## config.mk

```make
export PLATFORM = sky130hd
export DESIGN_NAME = identifier_and_number_tokenizer
export DESIGN_NICKNAME = d
export VERILOG_FILES = /design/src/hdl/iant_pkg.sv /design/src/hdl/identifier_and_number_tokenizer.sv
export SDC_FILE = /design/constraint.sdc
export NUM_CORES = 1
export LEC_CHECK = 0
export BUFFER_PORTS_ARGS = -buffer_cell sky130_fd_sc_hd__buf_2
export CORE_ASPECT_RATIO = 2
export CORE_UTILIZATION = 26
export DETAILED_ROUTE_END_ITERATION = 10
export GPL_TIMING_DRIVEN = 0
export REMOVE_ABC_BUFFERS = 1
export SLEW_MARGIN = 20
export SYNTH_ARGS = -nofsm -noshare
export SYNTH_HDL_FRONTEND = slang
export SYNTH_SLANG_ARGS = --single-unit
```

## constraint.sdc

```tcl
create_clock -name i_clk -period 5.1 [get_ports i_clk]
set_input_delay 1.02 -clock i_clk [delete_from_list [all_inputs] [get_ports i_clk]]
set_output_delay 1.02 -clock i_clk [all_outputs]
set_load 0.05 [all_outputs]
```

## src/hdl/iant_pkg.sv

```systemverilog
// shared types and character constants for the identifier and number tokenizer
`default_nettype none
package iant_pkg;

    typedef enum logic [2:0] {
        KIND_IDENT = 3'd0,
        KIND_DEC   = 3'd1,
        KIND_OCT   = 3'd2,
        KIND_HEX   = 3'd3,
        KIND_CHAR  = 3'd4,
        KIND_END   = 3'd5
    } t_kind;

    typedef enum logic [2:0] {
        MODE_IDLE  = 3'd0,
        MODE_IDENT = 3'd1,
        MODE_DEC   = 3'd2,
        MODE_ZERO  = 3'd3,
        MODE_OCT   = 3'd4,
        MODE_ZEROX = 3'd5,
        MODE_HEX   = 3'd6
    } t_mode;

    typedef struct packed {
        t_kind      kind;
        logic [7:0] char_value;
        logic [7:0] length;
    } t_result;

    localparam logic [7:0] CH_ZERO   = 8'h30;
    localparam logic [7:0] CH_SEVEN  = 8'h37;
    localparam logic [7:0] CH_NINE   = 8'h39;
    localparam logic [7:0] CH_UP_X   = 8'h58;
    localparam logic [7:0] CH_LOW_X  = 8'h78;
    localparam logic [7:0] CH_SPACE  = 8'h20;
    localparam logic [7:0] CH_TAB    = 8'h09;
    localparam logic [7:0] CH_CR     = 8'h0D;
    localparam logic [7:0] LEN_MAX   = 8'hFF;

endpackage
`default_nettype wire

```

## src/hdl/identifier_and_number_tokenizer.sv

```systemverilog
// streaming lexer for identifiers and integer literals, one byte per transaction
//
// input channel: i_valid / o_stall carry one byte (i_byte_in) or an end mark
// (i_end_of_input high, byte ignored). output channel: o_valid / i_stall carry
// one token per transaction: kind, char value, length and last_of_run, which
// is high on the final token caused by one input transaction.
// each accepted input is decoded in the same cycle against the scan mode and
// pending length registers; the 0..3 tokens it produces are loaded into a
// three-entry result queue and appear on the output from the next cycle on.
// throughput is one byte per cycle while each byte yields at most one token
// and i_stall is low; a byte that yields two or three tokens holds o_stall
// while the queue drains, one token per cycle while i_stall is low. input
// is taken when the queue is empty or its last token leaves in the same cycle.
// a stalled output holds its token. a number or identifier token is emitted
// only once a later byte or end mark ends it; every end mark yields an end token.
// reset: scan mode idle, pending length zero, queue empty.
`default_nettype none
module identifier_and_number_tokenizer (
    input  wire                   i_clk,
    input  wire                   i_rst_n,
    input  wire                   i_valid,
    output logic                  o_stall,
    input  wire  [7:0]            i_byte_in,
    input  wire                   i_end_of_input,
    output logic                  o_valid,
    input  wire                   i_stall,
    output iant_pkg::t_kind       o_token_kind,
    output logic [7:0]            o_char_value,
    output logic [7:0]            o_token_length,
    output logic                  o_last_of_run
);
    import iant_pkg::*;

    // scanner state
    t_mode      r_mode, n_mode;
    logic [7:0] r_len,  n_len;

    // result queue, loaded whole on each accepted input
    t_result    r_q [3];
    logic [1:0] r_head;
    logic [1:0] r_cnt;

    // tokens produced by the current input
    t_result    e_res [3];
    logic [1:0] e_n;
    logic       idle_stage;

    logic in_acc, out_acc;

    // character classes of the incoming byte
    logic c_space, c_alpha, c_digit, c_octal, c_hex, c_x, c_alnum;
    logic [7:0] len_bump;

    assign c_space = (i_byte_in == CH_SPACE) ||
                     (i_byte_in >= CH_TAB && i_byte_in <= CH_CR);
    assign c_alpha = (i_byte_in >= 8'h41 && i_byte_in <= 8'h5A) ||
                     (i_byte_in >= 8'h61 && i_byte_in <= 8'h7A);
    assign c_digit = (i_byte_in >= CH_ZERO && i_byte_in <= CH_NINE);
    assign c_octal = (i_byte_in >= CH_ZERO && i_byte_in <= CH_SEVEN);
    assign c_hex   = c_digit || (i_byte_in >= 8'h41 && i_byte_in <= 8'h46) ||
                     (i_byte_in >= 8'h61 && i_byte_in <= 8'h66);
    assign c_x     = (i_byte_in == CH_LOW_X) || (i_byte_in == CH_UP_X);
    assign c_alnum = c_alpha || c_digit;

    // saturating length increment
    assign len_bump = (r_len == LEN_MAX) ? LEN_MAX : 8'(r_len + 8'd1);

    // handshake: take a new byte only when the queue is empty or empties this cycle
    assign o_valid = (r_cnt != 2'd0);
    assign out_acc = o_valid && !i_stall;
    assign o_stall = (r_cnt > 2'd1) || ((r_cnt == 2'd1) && i_stall);
    assign in_acc  = i_valid && !o_stall;

    assign o_token_kind   = r_q[r_head].kind;
    assign o_char_value   = r_q[r_head].char_value;
    assign o_token_length = r_q[r_head].length;
    assign o_last_of_run  = (r_cnt == 2'd1);

    // next scanner state and emitted tokens
    always_comb begin
        e_res      = '{default: '0};
        e_n        = 2'd0;
        n_mode     = r_mode;
        n_len      = r_len;
        idle_stage = 1'b0;

        if (i_end_of_input) begin
            // flush the pending token, then the end token
            case (r_mode)
                MODE_IDENT: begin
                    e_res[e_n] = '{KIND_IDENT, 8'd0, r_len};
                    e_n = e_n + 2'd1;
                end
                MODE_DEC: begin
                    e_res[e_n] = '{KIND_DEC, 8'd0, r_len};
                    e_n = e_n + 2'd1;
                end
                MODE_ZERO: begin
                    e_res[e_n] = '{KIND_DEC, 8'd0, 8'd1};
                    e_n = e_n + 2'd1;
                end
                MODE_OCT: begin
                    e_res[e_n] = '{KIND_OCT, 8'd0, r_len};
                    e_n = e_n + 2'd1;
                end
                MODE_ZEROX: begin
                    // "0x" falls back to decimal zero then identifier x
                    e_res[e_n] = '{KIND_DEC, 8'd0, 8'd1};
                    e_n = e_n + 2'd1;
                    e_res[e_n] = '{KIND_IDENT, 8'd0, 8'd1};
                    e_n = e_n + 2'd1;
                end
                MODE_HEX: begin
                    e_res[e_n] = '{KIND_HEX, 8'd0, r_len};
                    e_n = e_n + 2'd1;
                end
                default: begin
                end
            endcase
            e_res[e_n] = '{KIND_END, 8'd0, 8'd0};
            e_n = e_n + 2'd1;
            n_mode = MODE_IDLE;
            n_len  = 8'd0;
        end else begin
            // pending token: extend it or close it
            unique case (r_mode)
                MODE_IDENT: begin
                    if (c_alnum) begin
                        n_len = len_bump;
                    end else begin
                        e_res[e_n] = '{KIND_IDENT, 8'd0, r_len};
                        e_n = e_n + 2'd1;
                        idle_stage = 1'b1;
                    end
                end
                MODE_DEC: begin
                    if (c_digit) begin
                        n_len = len_bump;
                    end else begin
                        e_res[e_n] = '{KIND_DEC, 8'd0, r_len};
                        e_n = e_n + 2'd1;
                        idle_stage = 1'b1;
                    end
                end
                MODE_ZERO: begin
                    if (c_octal) begin
                        n_mode = MODE_OCT;
                        n_len  = 8'd2;
                    end else if (c_x) begin
                        n_mode = MODE_ZEROX;
                        n_len  = 8'd2;
                    end else begin
                        e_res[e_n] = '{KIND_DEC, 8'd0, 8'd1};
                        e_n = e_n + 2'd1;
                        idle_stage = 1'b1;
                    end
                end
                MODE_OCT: begin
                    if (c_octal) begin
                        n_len = len_bump;
                    end else begin
                        e_res[e_n] = '{KIND_OCT, 8'd0, r_len};
                        e_n = e_n + 2'd1;
                        idle_stage = 1'b1;
                    end
                end
                MODE_ZEROX: begin
                    if (c_hex) begin
                        n_mode = MODE_HEX;
                        n_len  = 8'd3;
                    end else begin
                        // no hex digit: decimal zero, x opens an identifier
                        e_res[e_n] = '{KIND_DEC, 8'd0, 8'd1};
                        e_n = e_n + 2'd1;
                        if (c_alnum) begin
                            n_mode = MODE_IDENT;
                            n_len  = 8'd2;
                        end else begin
                            e_res[e_n] = '{KIND_IDENT, 8'd0, 8'd1};
                            e_n = e_n + 2'd1;
                            idle_stage = 1'b1;
                        end
                    end
                end
                MODE_HEX: begin
                    if (c_hex) begin
                        n_len = len_bump;
                    end else begin
                        e_res[e_n] = '{KIND_HEX, 8'd0, r_len};
                        e_n = e_n + 2'd1;
                        idle_stage = 1'b1;
                    end
                end
                default: begin
                    // idle, and the unused code
                    idle_stage = 1'b1;
                end
            endcase

            // byte starts a new token from idle
            if (idle_stage) begin
                n_len = 8'd1;
                if (c_space) begin
                    n_mode = MODE_IDLE;
                    n_len  = 8'd0;
                end else if (c_alpha) begin
                    n_mode = MODE_IDENT;
                end else if (i_byte_in == CH_ZERO) begin
                    n_mode = MODE_ZERO;
                end else if (c_digit) begin
                    n_mode = MODE_DEC;
                end else begin
                    e_res[e_n] = '{KIND_CHAR, i_byte_in, 8'd1};
                    e_n = e_n + 2'd1;
                    n_mode = MODE_IDLE;
                    n_len  = 8'd0;
                end
            end
        end
    end

    // control registers
    always_ff @(posedge i_clk) begin
        if (!i_rst_n) begin
            r_mode <= MODE_IDLE;
            r_len  <= 8'd0;
            r_head <= 2'd0;
            r_cnt  <= 2'd0;
        end else if (in_acc) begin
            r_mode <= n_mode;
            r_len  <= n_len;
            r_head <= 2'd0;
            r_cnt  <= e_n;
        end else if (out_acc) begin
            r_head <= r_head + 2'd1;
            r_cnt  <= r_cnt - 2'd1;
        end
    end

    // queue payload
    always_ff @(posedge i_clk) begin
        if (in_acc) begin
            r_q <= e_res;
        end
    end

endmodule
`default_nettype wire

```

==> results of run 1 <==
-- power groups by stage --
| stage | clock, mW | sequential, mW | combinational (mW) |
|---|---|---|---|
| floorplan | 0 | 0.608 | 0.394 |
| detailed placement | 0 | 0.620 | 0.523 |
| finish | 0.346 | 0.609 | 0.520 |
| CTS | 0.355 | 0.610 | 0.525 |
| global route | 0.369 | 0.618 | 0.566 |
| global placement | 0 | 0.620 | 0.510 |
-- logic make-up (layout without fill, tap and decap cells) --
family | after synthesis | after routing
AOI/OAI and AO/OA | 80 | 80
xor gates and xnor gates | 3 | 3
adders and majority gates | 9 | 9
buffers and inverters | 38 | 59
DFF | 56 | 56
muxes | 13 | 13
and+or+nand+nor | 152 | 152
-- layout by cell type (no fill, tap or decap), drive strengths merged, types with 3 or more instances in the layout --
cell type and instances:
o32ai 3, o21ai 20, nor2b 6, and3 24, a31oi 3, o211ai 3
nor3 5, mux2i 13, a211oi 6, clkbuf 5, nor2 20, inv 16
or3 6, a31o 4, nand2b 3, edfxtp 41, nand4 4, and2 25
ha 9, clkinv 3, nand3 8, buf 35, nand2 35, or2 4
a21oi 18, a21o 5, dfxtp 15
-- layout make-up --
class,count,area [um2]
fillers,1350,8850
multi-input cells,257,1660
flip-flops and latches,56,1530
repair buffers,35,190
well taps,150,188
clock buffers,5,125
inverters,16,60.1
clock inverters,3,22.5
-- worst max-delay path: cells and delay by family --
| family | cells | cell delay, ns |
|---|---|---|
| buffers and inverters | 1 | 0.16 |
| and+or+nand+nor | 4 | 1.27 |
| adders and majority gates | 1 | 0.33 |
| AOI/OAI and AO/OA | 5 | 1.30 |
-- how the worst min path moves through the flow --
stage                  start       end  slack [ns]  cells past startpoint
floorplan           r_len[1]  r_len[1]        0.45                      2
global placement    r_len[1]  r_len[1]        0.48                      2
detailed placement  r_len[1]  r_len[1]        0.49                      2
CTS                 r_len[1]  r_len[1]        0.50                      2
global route        r_len[1]  r_len[1]        0.55                      2
finish              r_len[1]  r_len[1]        0.50                      2
-- registers in the layout (all words and copies together), names as in the netlist --
signal / cells
r_cnt: 2
r_head: 2
r_len: 8
r_mode: 3
r_q: 41
-- per-layer routing --
layer | share of wire (%) | routed length [um] | up-vias | global-route usage [%]
li1 | - | - | 1325 | -
met1 | 34 | 2680 | 1249 | 10.4
met5 | 0 | 0 | - | 0
met2 | 59 | 4590 | 44 | 24.9
met3 | 2.5 | 197 | 21 | 1.06
met4 | 4.6 | 360 | 0 | 7.99
-- per-stage QoR --
stage | area, um2 | setup slack, ns | hold WS, ns | power (mW) | utilization, %
global route | 3780 | 0.967 | 0.546 | 1.55 | 29.9
floorplan | 3250 | 1.60 | 0.453 | 1.00 | -
global placement | 3610 | 0.840 | 0.484 | 1.13 | 28.6
detailed placement | 3630 | 0.871 | 0.490 | 1.14 | 28.7
CTS | 3780 | 1.17 | 0.504 | 1.49 | 29.9
finish | 3780 | 1.18 | 0.500 | 1.47 | 29.9
==> impl_metrics.csv, run 1 <==
group,metric,value,unit
grt,antenna_found_initial,0,
worst_setup_path,cpMostUsedCell,"o32ai_1",
clocking,post_cts_buffers,0,
synthesis,post_synth_and_or_nand_nor_area_fraction,24.7,%
sta,report.final.slew_viol_count,0,
synthesis,yosysMostFrequentCell,"edfxtp_1",
clocking,htree_levels,2,
grt,grt_util_all_layers,12.3,%
sta,max_clock_freq,255,MHz
worst_setup_path,r2r_slack,1.91,ns
hold_path,hold_path_class,"register to register",
pwr,intPower,0.903,mW
synthesis,synth-async-reset-ratio,0,%
final_layout,stdcell_count,522,
pwr,p_sw_share,38.7,%
synthesis,synth-main-ff-cell,"edfxtp_1",
pwr,p_clk_share,23.4,%
sta,post-route-period-util,76.9,%
worst_setup_path,critPathMaxFanout,12,
clocking,clk_latency,0.30,ns
clocking,cts_hold_buf,0,
placement,gp_congestion,0.875,
clocking,root_buffer,"clkbuf_16",
clocking,numCtsBuffers,5,
synthesis,ys_top_cells_by_count,"edfxtp_1 (41), nand2_1 (35), and2_1 (25)",
worst_setup_path,critical_path_class,"input port to register",
synthesis,syn_area_per_cell,9.60,um2
floorplan,fp-row-count,58,
run_status,status,"finished, final reports clean",
grt,grt_pass1_wl,12400,um
placement,dp_hpwl,6010,um
grt,grt_pass1_vias,2658,
clocking,cts_resized,0,
clocking,cts.clk_slew.worst_paths,0.07,ns
worst_setup_path,slowest_stage,"or3_1",
pwr,seqPwrFrac,41.3,%
synthesis,synth_edf_count,41,
placement,io_buffers,34,
worst_setup_path,arrival,4.10,ns
floorplan,initial_utilization,26.7,%
worst_setup_path,path_cells,"buf_2, or3_1, o32ai_1, o32ai_2, nor2_1, a31oi_1, and3_1, ha_1, a31o_2, o32ai_1, and2_1",
synthesis,ys_ff_latch,56,
final_layout,final_net_count,393,
sta,finClkSkew,0.00969,ns
sta,min_period,3.92,ns
worst_setup_path,worstPathRequired,5.27,ns
floorplan,die_y,163,um
floorplan,die_area,13500,um2
floorplan,core,12600,um2
worst_setup_path,r2r-start,"r_mode[0]",
sta,hold_viol_final,0,
synthesis,postSynthCellCount,351,
sta,slew_headroom,45.7,%
pwr,p_comb_share,35.3,%
clocking,cts_sinks,56,
worst_setup_path,r2r-end,"r_q[42]",
sta,tightest_slew,0.813,ns
pwr,powerDensity,390,nW/um2
pwr,ir_drop,163,uV
clocking,cts_buffer_depth,2,
routing,vias,2639,
synthesis,synth_top_family_by_area,"simple AND/OR/NAND/NOR gates",
pwr,p_sw,0.571,mW
routing,wl_per_cell,15.0,um
worst_setup_path,worstSetupEndpointType,"register",
worst_setup_path,slowest_delay,0.44,ns
synthesis,yosys_warnings,0,
pwr,p_leak,1.48,nW
synthesis,synthMuxAreaShare,3.86,%
routing,drtAntennaViolNets,0,
placement,dpl.cell_count,514,
routing,drtIter0Drc,99,
routing,drc,0,
synthesis,synth.area.top_cells,"edfxtp_1 (37%), dfxtp_1 (8.9%), and2_1 (4.6%)",
final_layout,antennaDiodeCount,0,
final_layout,syn2layout_area_growth,12.0,%
synthesis,ys_types,65,
routing,firstDrtPassIters,4,
clocking,cts_tree,"built",
synthesis,synth_compound_area_share,16.6,%
worst_setup_path,cp-endpoint,"r_q[42]",
synthesis,synthAdderAreaFrac,3.34,%
routing,vias_per_cell,5.06,
floorplan,fp.dieW,82.5,um
sta,tns,0,ns
worst_setup_path,critPathLaunchType,"input port",
synthesis,synth_area,3370,um2
grt,grt_start_max_net_pins,35,
grt,gr-total-overflow,0,
run,cap_viol_max_count,0,
synthesis,synth-xor-area-share,0.780,%
floorplan,num_io_pins,35,
sta,rsz0062_at_grt,"false",
worst_setup_path,r2r_cells,9,
sta,setup_viol,0,
final_layout,drive_gt1_share,14.5,%
synthesis,yosysTopAreaCell,"edfxtp_1",
routing,totalWireLength,7830,um
synthesis,ys_seq_area_share,45.4,%
worst_setup_path,cp-startpoint,"i_byte_in[2]",
synthesis,synth_top_area_share,36.5,%
No activity file was read; power rests on OpenSTA's default activity.
==> run 2, diff against run 1 <==
==> constraint.sdc (replaced) <==
create_clock -name i_clk -period 3.3 [get_ports i_clk]
set_input_delay 0.66 -clock i_clk [delete_from_list [all_inputs] [get_ports i_clk]]
set_output_delay 0.66 -clock i_clk [all_outputs]
set_load 0.05 [all_outputs]
==> run 2 against run 1 <==
Against the previous run:
- worst setup slack lost 1.0 ns
- critical endpoint unchanged
- worst hold slack gained 0.0023 ns
- register-to-register slack lost 1.6 ns
- sequential power grew 55%
- design area rose by 1.3%
- clock skew rose by 0.00082 ns
- combinational power grew 57%
- highest routed layer unchanged
- die area is the same
- wire length increased by 0.41%
- final cell count stayed put
- largest power group unchanged
==> impl_metrics.csv, run 2 (synthesis results as in run 1) <==
group,metric,value,unit
run_status,status,"finished, final reports clean",
final_layout,antennaDiodeCount,0,
floorplan,core,12600,um2
floorplan,initial_utilization,26.7,%
grt,met2_usage,25.3,%
sta,whs,0.503,ns
worst_setup_path,arrival,3.30,ns
routing,totalWireLength,7860,um
sta,rsz0062_at_grt,"false",
worst_setup_path,r2r-start,"r_mode[0]",
sta,setup_viol,0,
routing,wl_per_cell,15.1,um
pwr,ir_drop,252,uV
final_layout,largest_register_ffs,41,
clocking,cts_hold_buf,0,
final_layout,layout_common_cells,"edfxtp_1 (41), nand2_1 (35), buf_2 (34), and2_1 (25), and3_1 (24)",
final_layout,design_area,3820,um2
worst_setup_path,r2r-end,"r_q[42]",
worst_setup_path,slowest_stage,"or3_1",
worst_setup_path,critPathLaunchType,"input port",
final_layout,top_regs,"r_q (41), r_len (8), r_mode (3)",
worst_setup_path,path_cells,"buf_2, or3_1, o32ai_2, o32ai_4, nor2_4, a31oi_2, and3_1, ha_2, a31o_2, o32ai_2, and2_1",
worst_setup_path,critical_path_class,"input port to register",
grt,grt_util_all_layers,12.3,%
final_layout,top_register,"r_q",
grt,use_met1,10.4,%
floorplan,fp-row-count,58,
floorplan,die_y,163,um
clocking,cts.clk_slew.worst_paths,0.07,ns
routing,drtAntennaViolNets,0,
floorplan,fp.dieW,82.5,um
clocking,htree_levels,2,
routing,vias_per_cell,5.06,
grt,grt_pass1_wl,12500,um
hold_path,hold_end,"r_len[1]",
hold_path,hp-start,"r_len[1]",
hold_path,min_path_cells,2,
sta,tightest_slew,0.812,ns
final_layout,stdcell_count,522,
sta,finalWorstSetupSlack,0.176,ns
floorplan,num_io_pins,35,
placement,io_buffers,34,
pwr,powerDensity,600,nW/um2
worst_setup_path,cpMostUsedCell,"o32ai_2",
clocking,clk_latency,0.30,ns
placement,gp_congestion,0.875,
sta,finClkSkew,0.0105,ns
grt,grt_start_max_net_pins,35,
routing,firstDrtPassIters,4,
routing,drtIter0Drc,103,
clocking,numCtsBuffers,5,
final_layout,final_core_util,30.3,%
routing,drc,0,
final_layout,drive_gt1_share,16.1,%
clocking,cts_buffer_depth,2,
placement,post-place-ws,-0.569,ns
clocking,cts_sinks,56,
sta,hold_viol_final,0,
worst_setup_path,worstSetupEndpointType,"register",
grt,use_met3,1.06,%
clocking,root_buffer,"clkbuf_16",
routing,vias,2641,
grt,busiest_layer,"met2",
placement,dp_hpwl,6010,um
worst_setup_path,slowest_delay,0.44,ns
sta,max_clock_freq,320,MHz
clocking,cts_tree,"built",
worst_setup_path,worstPathRequired,3.47,ns
run,cap_viol_max_count,0,
final_layout,syn2layout_area_growth,13.4,%
floorplan,die_area,13500,um2
placement,dpl.cell_count,514,
worst_setup_path,critPathBufInv,1,
pwr,p_leak,1.49,nW
grt,antenna_found_initial,0,
grt,gr-total-overflow,0,
worst_setup_path,critPathMaxFanout,12,
final_layout,final_net_count,393,
worst_setup_path,r2r_cells,9,
sta,report.final.slew_viol_count,0,
placement,place_area,3630,um2
hold_path,hold_path_class,"register to register",
worst_setup_path,path_delay_family,"compound AO/OA/AOI/OAI gates",
grt,grt_pass1_vias,2673,
sta,post-route-period-util,94.7,%
sta,slew_headroom,45.8,%
sta,min_period,3.12,ns
worst_setup_path,r2r_slack,0.30,ns
final_layout,layout_commonest_cell,"edfxtp_1",
run 2: through the flow:
step           setup TNS [ns]  total power [mW]
2_1_floorplan               0              1.55
3_3_place_gp            -8.54              1.75
3_5_place_dp            -8.34              1.77
4_1_cts                     0              2.31
5_1_grt                     0              2.41
6_report                    0              2.29
run 2: routing by layer:
metal,routed length (um),up-vias
met5,0,-
met4,323,0
met3,176,19
met2,4690,39
met1,2670,1263
li1,-,1320
run 2: worst max-delay path by stage:
stage	start	endpoint	depth (start not counted)
4_1_cts	i_byte_in[2]	r_q[42]	11
3_3_place_gp	i_byte_in[2]	r_q[39]	11
6_report	i_byte_in[2]	r_q[42]	11
5_1_grt	r_mode[0]	r_q[39]	9
2_1_floorplan	i_byte_in[2]	r_q[39]	10
3_5_place_dp	i_byte_in[2]	r_q[42]	11
run 2: layout make-up:
cell class,count,area (um2)
flip-flops and latches,56,1530
well taps,150,188
repair buffers,35,190
clock inverters,3,22.5
fillers,1345,8800
multi-input cells,257,1710
clock buffers,5,125
inverters,16,60.1
run 2: what timing repair did:
action	in CTS	in global routing
buffers inserted	0	0
resized for setup	5	4
endpoints found under the setup margin	11	11
run 2: worst reg2reg max path: cells and delay by family (launching register included):
kind / cells / cell delay, ns
adder cells (fa/ha/maj): 1 / 0.26
AND/OR/NAND/NOR: 6 / 1.46
flip-flops: 1 / 0.67
AO/OA/AOI/OAI: 2 / 0.48
run 2: where the power goes:
part / total (mW) / leakage, nW / switching (mW) / internal, mW
logic: 0.817 / 0.885 / 0.579 / 0.238
clock network: 0.535 / 0.0742 / 0.251 / 0.285
registers: 0.941 / 0.529 / 0.0609 / 0.881
total: 2.29 / 1.49 / 0.891 / 1.40
